## config.mk

```make
export PLATFORM = sky130hd
export DESIGN_NAME = multichannel_pwm_with_autooff_top
export DESIGN_NICKNAME = d
export VERILOG_FILES = /design/src/design/mpwm_pkg.sv /design/src/design/multichannel_pwm_with_autooff_top.sv /design/src/design/mpwm_duty_calc.sv /design/src/design/mpwm_counter.sv
export SDC_FILE = /design/constraint.sdc
export NUM_CORES = 2
export LEC_CHECK = 0
export BUFFER_PORTS_ARGS = -buffer_cell sky130_fd_sc_hd__buf_2
export CAP_MARGIN = 20
export CORE_MARGIN = 4
export CORE_UTILIZATION = 55
export DETAILED_ROUTE_END_ITERATION = 8
export PLACE_DENSITY = 0.71
export SYNTH_ARGS = -nofsm -noshare
export SYNTH_HDL_FRONTEND = slang
export SYNTH_HIERARCHICAL = 1
export SYNTH_SLANG_ARGS = --single-unit
```

## constraint.sdc

```tcl
create_clock -name i_clk -period 10.06 [get_ports i_clk]
set_input_delay 1.006 -clock i_clk [delete_from_list [all_inputs] [get_ports i_clk]]
set_output_delay 1.006 -clock i_clk [all_outputs]
set_load 0.01 [all_outputs]
```

## src/design/mpwm_pkg.sv

```systemverilog
// Shared constants, codes and types for the multichannel PWM block.
// No dependencies; every other design file imports this package.
package mpwm_pkg;

    localparam int CHANNELS = 8;

    localparam logic [7:0]  CHAN_MASK  = 8'((1 << CHANNELS) - 1);
    localparam logic [13:0] FULL_LEVEL = 14'd10000;

    // Scaled values are duty or counter positions times FULL_LEVEL.
    localparam int SCALED_W = 30;
    localparam logic [SCALED_W-1:0] SCALED_STEP = SCALED_W'(10000);

    // Input function codes.
    localparam logic [1:0] FUNC_PWM_TICK    = 2'd0;
    localparam logic [1:0] FUNC_REPORT_TICK = 2'd1;
    localparam logic [1:0] FUNC_SET_LEVEL   = 2'd2;
    localparam logic [1:0] FUNC_QUERY_LEVEL = 2'd3;

    // Reply kinds.
    localparam logic [1:0] KIND_PINS   = 2'd0;
    localparam logic [1:0] KIND_ECHO   = 2'd1;
    localparam logic [1:0] KIND_QUERY  = 2'd2;
    localparam logic [1:0] KIND_REPORT = 2'd3;

    // Configuration register indexes.
    localparam logic [1:0] CFG_PERIOD   = 2'd0;
    localparam logic [1:0] CFG_ENABLE   = 2'd1;
    localparam logic [1:0] CFG_INVERT   = 2'd2;
    localparam logic [1:0] CFG_AUTO_OFF = 2'd3;

    // Counter status handed to the channel logic for one PWM tick.
    typedef struct packed {
        logic                wrap;
        logic [SCALED_W-1:0] scaled_next;
    } t_tick_info;

endpackage

```

## src/design/multichannel_pwm_with_autooff_top.sv

```systemverilog
// Top level of the multichannel PWM generator with auto-off.
// Depends on mpwm_pkg, mpwm_duty_calc and mpwm_counter.
//
// This block drives up to eight PWM pins from one shared period counter and
// answers set, query and report commands with exactly one result per
// command. A command is held in the input register and is then written to
// the result register, from which its result is offered and transferred out.
// A new command is accepted every cycle while the result side keeps
// draining, so the sustained rate is one command per clock; when the result
// side stalls, the input register and the result register hold one command
// each before the command channel is stalled. The rate is set by the
// combinational channel update: the duty multiplier, the eight parallel duty
// compares and the round-robin search all complete between the input
// register and the result register. Duties are held as level * period
// (undivided; full scale as (period + 1) * 10000), and the counter keeps
// (count + 1) * 10000, so no divider is needed. Configuration is written
// through its own port, which is always ready, and should only change while
// no command is in flight.
module multichannel_pwm_with_autooff_top
    import mpwm_pkg::*;
(
    input  logic        i_clk,
    input  logic        i_rst_n,

    // Command channel.
    input  logic        i_valid,
    output logic        o_stall,
    input  logic [1:0]  i_func,
    input  logic [7:0]  i_chan,
    input  logic [15:0] i_level_in,

    // Result channel.
    output logic        o_valid,
    input  logic        i_stall,
    output logic [7:0]  o_pin_levels,
    output logic [1:0]  o_reply_kind,
    output logic [2:0]  o_reply_chan,
    output logic [13:0] o_reply_level,
    output logic        o_error,

    // Configuration write channel.
    input  logic        i_cfg_valid,
    output logic        o_cfg_ready,
    input  logic [1:0]  i_cfg_index,
    input  logic [15:0] i_cfg_data
);

    // Configuration registers.
    logic [15:0] r_period;
    logic [7:0]  r_enable;
    logic [7:0]  r_invert;
    logic [7:0]  r_auto_off;

    // Input register.
    logic        r_s1_valid;
    logic [1:0]  r_s1_func;
    logic [7:0]  r_s1_chan;
    logic [15:0] r_s1_level;

    // Channel state.
    logic [SCALED_W-1:0] r_duty   [CHANNELS];
    logic [13:0]         r_level  [CHANNELS];
    logic [7:0]          r_cntdn  [CHANNELS];
    logic [SCALED_W-1:0] n_duty   [CHANNELS];
    logic [13:0]         n_level  [CHANNELS];
    logic [7:0]          n_cntdn  [CHANNELS];
    logic [7:0]          r_active;
    logic [7:0]          n_active;
    logic [2:0]          r_ptr;
    logic [2:0]          n_ptr;

    // Result register.
    logic        r_out_valid;
    logic [7:0]  r_pins;
    logic [1:0]  r_kind;
    logic [2:0]  r_rchan;
    logic [13:0] r_rlevel;
    logic        r_err;
    logic [1:0]  n_kind;
    logic [2:0]  n_rchan;
    logic [13:0] n_rlevel;
    logic        n_err;

    logic                advance;
    logic                in_accept;
    logic [7:0]          en;
    logic [13:0]         level_sat;
    logic [SCALED_W-1:0] scaled_duty;
    t_tick_info          tick_info;
    logic [2:0]          ptr_start;
    logic [2:0]          pick;
    logic [3:0]          cand;
    logic [3:0]          pick_inc;
    logic [7:0]          cnt_dec;
    logic [2:0]          sel;

    // The command in the input register moves on when the result register
    // is empty or its result is being transferred out in this cycle.
    assign advance   = r_s1_valid && (!r_out_valid || !i_stall);
    assign o_stall   = r_s1_valid && !advance;
    assign in_accept = i_valid && !o_stall;
    assign en        = r_enable & CHAN_MASK;
    assign sel       = r_s1_chan[2:0];

    mpwm_duty_calc u_duty (
        .i_level_in    (r_s1_level),
        .i_period      (r_period),
        .o_level_sat   (level_sat),
        .o_scaled_duty (scaled_duty)
    );

    mpwm_counter u_counter (
        .i_clk    (i_clk),
        .i_rst_n  (i_rst_n),
        .i_tick   (advance && (r_s1_func == FUNC_PWM_TICK)),
        .i_period (r_period),
        .o_info   (tick_info)
    );

    // Round-robin search: the first enabled channel at or after the pointer.
    // Walking the offsets downward lets the smallest offset win.
    always_comb begin
        ptr_start = (32'(r_ptr) >= CHANNELS) ? 3'd0 : r_ptr;
        pick      = ptr_start;
        for (int n = CHANNELS - 1; n >= 0; n--) begin
            cand = {1'b0, ptr_start} + 4'(n);
            if (32'(cand) >= CHANNELS) begin
                cand = cand - 4'(CHANNELS);
            end
            if (en[cand[2:0]]) begin
                pick = cand[2:0];
            end
        end
        pick_inc = {1'b0, pick} + 4'd1;
    end

    // Channel update and result for the command in the input register.
    always_comb begin
        n_duty   = r_duty;
        n_level  = r_level;
        n_cntdn  = r_cntdn;
        n_active = r_active;
        n_ptr    = r_ptr;
        n_kind   = KIND_PINS;
        n_rchan  = 3'd0;
        n_rlevel = 14'd0;
        n_err    = 1'b0;
        cnt_dec  = r_cntdn[pick] - 8'd1;

        unique case (r_s1_func)
            FUNC_PWM_TICK: begin
                // On a wrap enabled channels with duty >= SCALED_STEP turn on;
                // then any enabled channel at or past its duty turns off.
                for (int i = 0; i < CHANNELS; i++) begin
                    if (en[i] && tick_info.wrap && (r_duty[i] >= SCALED_STEP)) begin
                        n_active[i] = 1'b1;
                    end
                    if (en[i] && (tick_info.scaled_next > r_duty[i])) begin
                        n_active[i] = 1'b0;
                    end
                end
            end
            FUNC_REPORT_TICK: begin
                if (en == 8'd0) begin
                    n_err = 1'b1;
                end else begin
                    n_kind   = KIND_REPORT;
                    n_rchan  = pick;
                    n_rlevel = r_level[pick];
                    if (r_auto_off != 8'd0) begin
                        n_cntdn[pick] = cnt_dec;
                        if (cnt_dec == 8'd0) begin
                            n_duty[pick]  = '0;
                            n_level[pick] = 14'd0;
                            n_cntdn[pick] = 8'd1;
                        end
                    end
                    n_ptr = (32'(pick_inc) >= CHANNELS) ? 3'd0 : pick_inc[2:0];
                end
            end
            FUNC_SET_LEVEL: begin
                if (32'(r_s1_chan) >= CHANNELS) begin
                    n_err = 1'b1;
                end else begin
                    n_level[sel] = level_sat;
                    n_duty[sel]  = scaled_duty;
                    n_cntdn[sel] = r_auto_off;
                    n_kind       = KIND_ECHO;
                    n_rchan      = sel;
                    n_rlevel     = level_sat;
                end
            end
            FUNC_QUERY_LEVEL: begin
                if (32'(r_s1_chan) >= CHANNELS) begin
                    n_err = 1'b1;
                end else begin
                    n_kind   = KIND_QUERY;
                    n_rchan  = sel;
                    n_rlevel = r_level[sel];
                end
            end
            default: begin
                n_err = 1'b0;
            end
        endcase
    end

    // Configuration writes.
    assign o_cfg_ready = 1'b1;

    always_ff @(posedge i_clk) begin
        if (!i_rst_n) begin
            r_period   <= 16'd10;
            r_enable   <= 8'hFF;
            r_invert   <= 8'h00;
            r_auto_off <= 8'h00;
        end else if (i_cfg_valid && o_cfg_ready) begin
            unique case (i_cfg_index)
                CFG_PERIOD:   r_period   <= i_cfg_data;
                CFG_ENABLE:   r_enable   <= i_cfg_data[7:0];
                CFG_INVERT:   r_invert   <= i_cfg_data[7:0];
                CFG_AUTO_OFF: r_auto_off <= i_cfg_data[7:0];
                default:      r_period   <= r_period;
            endcase
        end
    end

    // Input register.
    always_ff @(posedge i_clk) begin
        if (!i_rst_n) begin
            r_s1_valid <= 1'b0;
        end else if (in_accept) begin
            r_s1_valid <= 1'b1;
        end else if (advance) begin
            r_s1_valid <= 1'b0;
        end
    end

    always_ff @(posedge i_clk) begin
        if (in_accept) begin
            r_s1_func  <= i_func;
            r_s1_chan  <= i_chan;
            r_s1_level <= i_level_in;
        end
    end

    // Channel state; all channels start active, with zero duty and level.
    always_ff @(posedge i_clk) begin
        if (!i_rst_n) begin
            for (int i = 0; i < CHANNELS; i++) begin
                r_duty[i]  <= '0;
                r_level[i] <= 14'd0;
                r_cntdn[i] <= 8'd0;
            end
            r_active <= CHAN_MASK;
            r_ptr    <= 3'd0;
        end else if (advance) begin
            r_duty   <= n_duty;
            r_level  <= n_level;
            r_cntdn  <= n_cntdn;
            r_active <= n_active;
            r_ptr    <= n_ptr;
        end
    end

    // Result register; the pins are sampled after the command's update.
    always_ff @(posedge i_clk) begin
        if (!i_rst_n) begin
            r_out_valid <= 1'b0;
        end else if (advance) begin
            r_out_valid <= 1'b1;
        end else if (!i_stall) begin
            r_out_valid <= 1'b0;
        end
    end

    always_ff @(posedge i_clk) begin
        if (advance) begin
            r_pins   <= (n_active ^ r_invert) & en;
            r_kind   <= n_kind;
            r_rchan  <= n_rchan;
            r_rlevel <= n_rlevel;
            r_err    <= n_err;
        end
    end

    assign o_valid       = r_out_valid;
    assign o_pin_levels  = r_pins;
    assign o_reply_kind  = r_kind;
    assign o_reply_chan  = r_rchan;
    assign o_reply_level = r_rlevel;
    assign o_error       = r_err;

endmodule

```

## src/design/mpwm_duty_calc.sv

```systemverilog
// Duty product for a set command: saturates the level and forms the scaled duty.
// Depends on mpwm_pkg.
module mpwm_duty_calc
    import mpwm_pkg::*;
(
    input  logic [15:0]         i_level_in,
    input  logic [15:0]         i_period,
    output logic [13:0]         o_level_sat,
    output logic [SCALED_W-1:0] o_scaled_duty
);

    logic                full;
    logic [13:0]         op_a;
    logic [16:0]         op_b;
    logic [SCALED_W-1:0] product;

    // Full scale stores (period + 1) * 10000, so the counter never passes it.
    // Otherwise the product level * period is kept undivided; the channel
    // compare works in the same scaled units.
    always_comb begin
        full        = (i_level_in >= 16'(FULL_LEVEL));
        o_level_sat = full ? FULL_LEVEL : i_level_in[13:0];
        op_a        = full ? FULL_LEVEL : i_level_in[13:0];
        op_b        = full ? ({1'b0, i_period} + 17'd1) : {1'b0, i_period};
        product     = SCALED_W'(op_a) * SCALED_W'(op_b);
    end

    assign o_scaled_duty = product;

endmodule

```

## src/design/mpwm_counter.sv

```systemverilog
// Shared PWM period counter with a running copy of (count + 1) * 10000.
// Depends on mpwm_pkg.
module mpwm_counter
    import mpwm_pkg::*;
(
    input  logic        i_clk,
    input  logic        i_rst_n,
    input  logic        i_tick,
    input  logic [15:0] i_period,
    output t_tick_info  o_info
);

    logic [15:0]         r_count;
    logic [SCALED_W-1:0] r_scaled;
    logic [16:0]         count_inc;
    logic [15:0]         n_count;
    logic [SCALED_W-1:0] n_scaled;

    always_comb begin
        count_inc          = {1'b0, r_count} + 17'd1;
        o_info.wrap        = (count_inc >= {1'b0, i_period});
        n_count            = o_info.wrap ? 16'd0 : count_inc[15:0];
        n_scaled           = o_info.wrap ? SCALED_STEP : (r_scaled + SCALED_STEP);
        o_info.scaled_next = n_scaled;
    end

    always_ff @(posedge i_clk) begin
        if (!i_rst_n) begin
            r_count  <= '0;
            r_scaled <= SCALED_STEP;
        end else if (i_tick) begin
            r_count  <= n_count;
            r_scaled <= n_scaled;
        end
    end

endmodule

```

# == Word-level counts from Yosys, hierarchy flattened ==
# Cells that the tools add are included.
# totals
out_inout_bits,31
register_bits,569
input_bits,49
# op_classes
n_addsub,20
bitwise,12
n_mux,112
n_lt_le_gt_ge,40
reduce_logical,50
mul,1
eq_ne,11
# ops
cell,count
240-bit two-way mux,4
240-bit one-hot mux with 2 select lines,1
112-bit two-way mux,4
64-bit two-way mux,4
240-bit AND,1
240-bit bitwise mux,1
"30-bit by 14-bit >= comparator with 1-bit output, second input constant",8
30-bit > comparator,8
240-bit NOT,1
112-bit one-hot mux with 2 select lines,1
30-bit demux with 3-bit select,2
14-bit two-way mux,10
64-bit bitwise mux,2
64-bit one-hot mux with 2 select lines,1
112-bit AND,1
112-bit bitwise mux,1
112-bit NOT,1
30-bit two-way mux,3
14-bit binary-select mux with 3-bit select,2
14-bit demux with 3-bit select,2
3-bit two-way mux,19
56-bit AND,1
56-bit NOT,1
8-bit demux with 3-bit select,2
other kinds (47),165

# == Logic depth before layout (Yosys ltp) ==
# depth
depth_word,24
ltp_mapped,31

# == By module ==
# The synthesis kept the hierarchy.
# by_module_without_submodules
mod,area_per_inst_um2,seq_area_each_um2,cells_per_inst,n_inst
multichannel_pwm_with_autooff_top,27934.3,11010.6,3058,1
mpwm_duty_calc,8189.1,0.0,961,1
mpwm_counter,3569.7,920.9,467,1

# == Least setup slack after synthesis ==
# No wires, ideal clock.
# synth_path
path_kind,reg-to-reg
start,register r_s1_level[7]
end,register r_duty[108] in the netlist's numbering
stages_incl_launch_ff,31
n_path_buf,3
arrival_ns,7.410
setup_slack_ns,2.533
path_cell_list,edfxtp_1 -> buf_4 -> nor4_1 -> o21ai_1 -> a211oi_2 -> or3_1 -> buf_4 -> xor2_1 -> nor2_1 -> fa_1 -> inv_1 -> fa_1 -> inv_1 -> fa_1 -> inv_1 -> fa_1 -> inv_1 -> fa_1 -> inv_1 -> fa_1 -> inv_1 -> ha_1 -> a2111oi_0 -> o21ai_0 -> a21oi_1 -> o21ai_0 -> a2111oi_0 -> nor3_1 -> and3_1 -> buf_1 -> a22o_1
# synth_between
elab_chain_cells,6
# synth_rtl
element,line_no,rtl
from (decl),multichannel_pwm_with_autooff_top.sv:58,logic [15:0] r_s1_level;
from (signal assigned),multichannel_pwm_with_autooff_top.sv:243,r_s1_level <= i_level_in;
16-bit by 14-bit >= comparator with 1-bit output,mpwm_duty_calc.sv:21,full = (i_level_in >= 16'(FULL_LEVEL));
14-bit two-way mux or 17-bit two-way mux (tied branches),"mpwm_duty_calc.sv:23, mpwm_duty_calc.sv:24",
14-bit by 17-bit multiplier with 30-bit output *,mpwm_duty_calc.sv:25,product = SCALED_W'(op_a) * SCALED_W'(op_b);
net scaled_duty[18],multichannel_pwm_with_autooff_top.sv:88,logic [SCALED_W-1:0] scaled_duty;
240-bit bitwise mux *,multichannel_pwm_with_autooff_top.sv:186,n_duty[sel] = scaled_duty;
240-bit two-way mux *,multichannel_pwm_with_autooff_top.sv:182,if (32'(r_s1_chan) >= CHANNELS) begin
240-bit one-hot mux with 2 select lines *,multichannel_pwm_with_autooff_top.sv:150,unique case (r_s1_func)
to (signal assigned),multichannel_pwm_with_autooff_top.sv:258,r_duty <= n_duty;
to (decl),multichannel_pwm_with_autooff_top.sv:61,logic [SCALED_W-1:0] r_duty [CHANNELS];
# The timed path passes the listed nets; every way through them passes the cells marked *. The select of a mux whose other input is x is not followed.
# A chain may end at the register's enable or synchronous reset.

# == Worst setup path after layout ==
# layout_path
start,register r_s1_level[7]
end,register r_duty[29] in the netlist's numbering
# layout_between
elab_chain_cells,6
# layout_rtl
element,line_no,rtl
16-bit by 14-bit >= comparator with 1-bit output,mpwm_duty_calc.sv:21,
14-bit two-way mux *,-,
net level_sat[7],multichannel_pwm_with_autooff_top.sv:87,logic [13:0] level_sat;
14-bit by 17-bit multiplier with 30-bit output *,mpwm_duty_calc.sv:25,
net scaled_duty[29],multichannel_pwm_with_autooff_top.sv:88,
240-bit bitwise mux *,multichannel_pwm_with_autooff_top.sv:186,
240-bit two-way mux *,multichannel_pwm_with_autooff_top.sv:182,
240-bit one-hot mux with 2 select lines *,multichannel_pwm_with_autooff_top.sv:150,
# Marked as above.

==> summary.txt <==
Finish
  – Antenna Cells: 0
  – Util after Layout: 0.605
  – Area grow syn2layout: 9.04%
  – Total Nets Final: 5021
  – Finished Cell Area: 43300 um^2
  – Final non-filler cell total: 5440
  – Share of layout cells above drive strength 1: 0.0837

Yosys
  – Synth warnings: 6
  – Top-count cell post-synth: dfxtp_1
  – Number of enable flip-flop cells after synthesis: 54
  – Yosys top cell by area: dfxtp_1
  – Top cell type's share of synthesized area: 0.260
  – Synth top cells by count: dfxtp_1, inv_1, ha_1
  – Sequential element share of the synthesized area: 0.301
  – Avg Synthesized Cell Area: 8.85 um^2
  – Synthesis-stage register bit count: 569
  – Cell Area, Synth: 39700 um^2
  – Synth top area cells: dfxtp_1, ha_1, fa_1
  – Top FF cell, synth: dfxtp_1
  – Fraction of registers with async set/reset: 0
  – Synth Instances: 4486
  – Yosys cell types: 108

Setup path
  – Worst endpoint required time: 10.62 ns
  – R2R Path End: r_duty[29]
  – Worst r2r src: r_s1_level[7]
  – Crit. Startpoint: r_s1_level[7]
  – Worst Setup Start Kind: flop
  – Crit Path Category: reg2reg
  – Critical path fanouts, max: 73
  – Cells on worst reg2reg path: 25
  – CP max stage delay: 0.74 ns
  – Worst Setup EP: r_duty[29]
  – Cell mode on critical path: fa_1
  – WP data arrival: 9.48 ns
  – Reg-to-reg slack, setup: 1.14 ns
  – Worst setup EP type: flop
  – Critical-path cell with the highest stage delay: and2_1

STA
  – Final slew viol count: 0
  – FMAX: 0.112 GHz
  – Final period utilization: 0.886
  – RSZ-0062 raised after global routing: false
  – Hold Slack: 0.467 ns
  – Clock skew: 0.0338 ns
  – Worst-margin pin slew: 1.14 ns
  – Slew headroom: 0.238
  – Post-route setup TNS: 0 ns
  – Final hold violation count: 0
  – Fin crit period: 8.92 ns
  – Final setup viols: 0

Die
  – Initial core utilization: 0.555
  – FP Rows: 98
  – Die ar.: 76500 um^2
  – Die Width: 277 um
  – I/O pins: 80
  – Die Y: 277 um
  – Area of the core: 71500 um^2

Routing
  – Avg WL per Cell: 24.5 um
  – Drc violations: 0
  – Vias per cell: 6.57
  – Post-DRT Antenna Nets: 0
  – Via Count: 35700
  – Iter 0 DRT Violations: 4505
  – Drt total wl: 133 mm
  – Drt pass-1 iters: 8

CTS
  – Clk pin slew, worst setup/hold paths: 0.06 ns
  – Bufs on Longest Clock Path: 3
  – Clk sink count: 569
  – Clock latency on the worst-skew pair: 0.63 ns
  – CTS root buf: clkbuf_16
  – Post-CTS Setup Bufs: 0
  – CTS Hold Buffers Added: 0
  – H-Tree Depth: 3
  – CTS tree: built
  – Post-CTS Resized: 0
  – CTS buffer count: 66

Placement
  – Dpl hpwl: 92.6 mm
  – RD Place Congestion: 1.00
  – Area after DPL: 40900 um^2
  – Placed instance count: 5320
  – PortBufs: 78

Global route
  – Initial antenna violation count: 0
  – First-pass GRT wire length: 205 mm
  – Vias in the first global route: 34900
  – Largest net degree at the start of global routing: 97
  – Gr usage total: 0.337
  – Grt ovf: 0

Pwr
  – Power density over cell area: 145 nW/um^2
  – Peak VDD IR: 0.000141 V
  – P_leak: 0.0183 uW

Flow run
  – Maxcap violations: 0

Worst hold path
  – Class of the worst hold path: reg2reg

Outcome
  – Status: complete, no violations
[per-layer routing]
metal  wire [um]  share of wire  up-vias  track usage
li1            -              -    16000            -
met3       14200           0.11      418       0.0729
met1       54600           0.41    17300        0.460
met2       58400           0.44     2003        0.522
met5           0              0        -            0
met4        6130          0.046        0        0.140
[placed cells by master, fill, tap and decap left out, types with 24 or more instances in the layout]
cell       count
nor2b_1       50
and3_1       120
nand4_1       73
a22o_1       344
o21a_1        77
o211ai_1      32
o221ai_1      24
ha_1         355
clkbuf_16     70
and2_1        30
nand2_1      335
edfxtp_1      54
nand2b_1      46
buf_4         88
a32o_1        24
o21ai_0      152
nor3_1        41
dfxtp_1      515
buf_2         77
a31oi_1       44
nor4_1        72
nor2_1       242
inv_1        475
mux2i_1       77
xor2_1        31
a21o_1        54
fa_1         176
o22ai_1       79
a21oi_1      191
xnor2_1       48
nand3_1      141
[registers in the layout (all words and copies together), names as in the netlist, 14 cells and up]
signal,count
o_reply_level,14
r_cntdn,64
r_duty,240
r_level,112
r_period,16
r_s1_level,16
u_counter/r_count,16
u_counter/r_scaled,30
[worst min-delay path by stage]
stage	to	cells past startpoint	from	slack [ns]
after CTS	r_cntdn[59]	1	r_cntdn[59]	0.47
after floorplan	r_active[6]	2	r_active[6]	0.43
after detailed placement	r_cntdn[59]	1	r_cntdn[59]	0.45
final	r_cntdn[59]	1	r_cntdn[59]	0.47
after global placement	r_cntdn[59]	1	r_cntdn[59]	0.45
after global routing	r_duty[152]	1	r_duty[152]	0.48
[cell families after synthesis]
logic type,share of synthesized area
simple gates,0.160
compound gates,0.214
other cells,0.000284
flops,0.301
mux,0.0277
fa+ha+maj,0.201
buf+inv,0.0757
xor+xnor,0.0210
[critical path: cells and delay by family (launching register included)]
family	cells	cell delay, ns
adder cells (fa/ha/maj)	7	3.54
AO/OA/AOI/OAI	8	1.96
AND/OR/NAND/NOR	5	1.83
buffers and inverters	4	0.78
flip-flops	1	0.51
XOR/XNOR	1	0.23
[stage by stage]
stage	power [uW]	worst slack, ns
floorplan	3310	2.53
global placement	3720	1.40
detailed placement	3730	1.30
CTS	6270	1.26
global route	6510	0.724
finish	6280	1.14
[report_power, final]
part,total [uW],internal (uW),leakage [uW],switching (uW)
clock,2550,1510,0.00114,1050
combinational,1360,478,0.0125,886
sequential,2360,2320,0.00467,39.5
total,6280,4310,0.0183,1970
[final cells by class]
cell class                      count  area, um^2
Clock buffer                       97        2010
Multi-Input combinational cell   3152       25000
Timing Repair Buffer              167        1070
Tap cell                          950        1190
Fill cell                        6122       28200
Inverter                          485        1820
Sequential cell                   569       11900
Clock inverter                     20         294
Note: power is estimated with default switching activity, not from simulation.
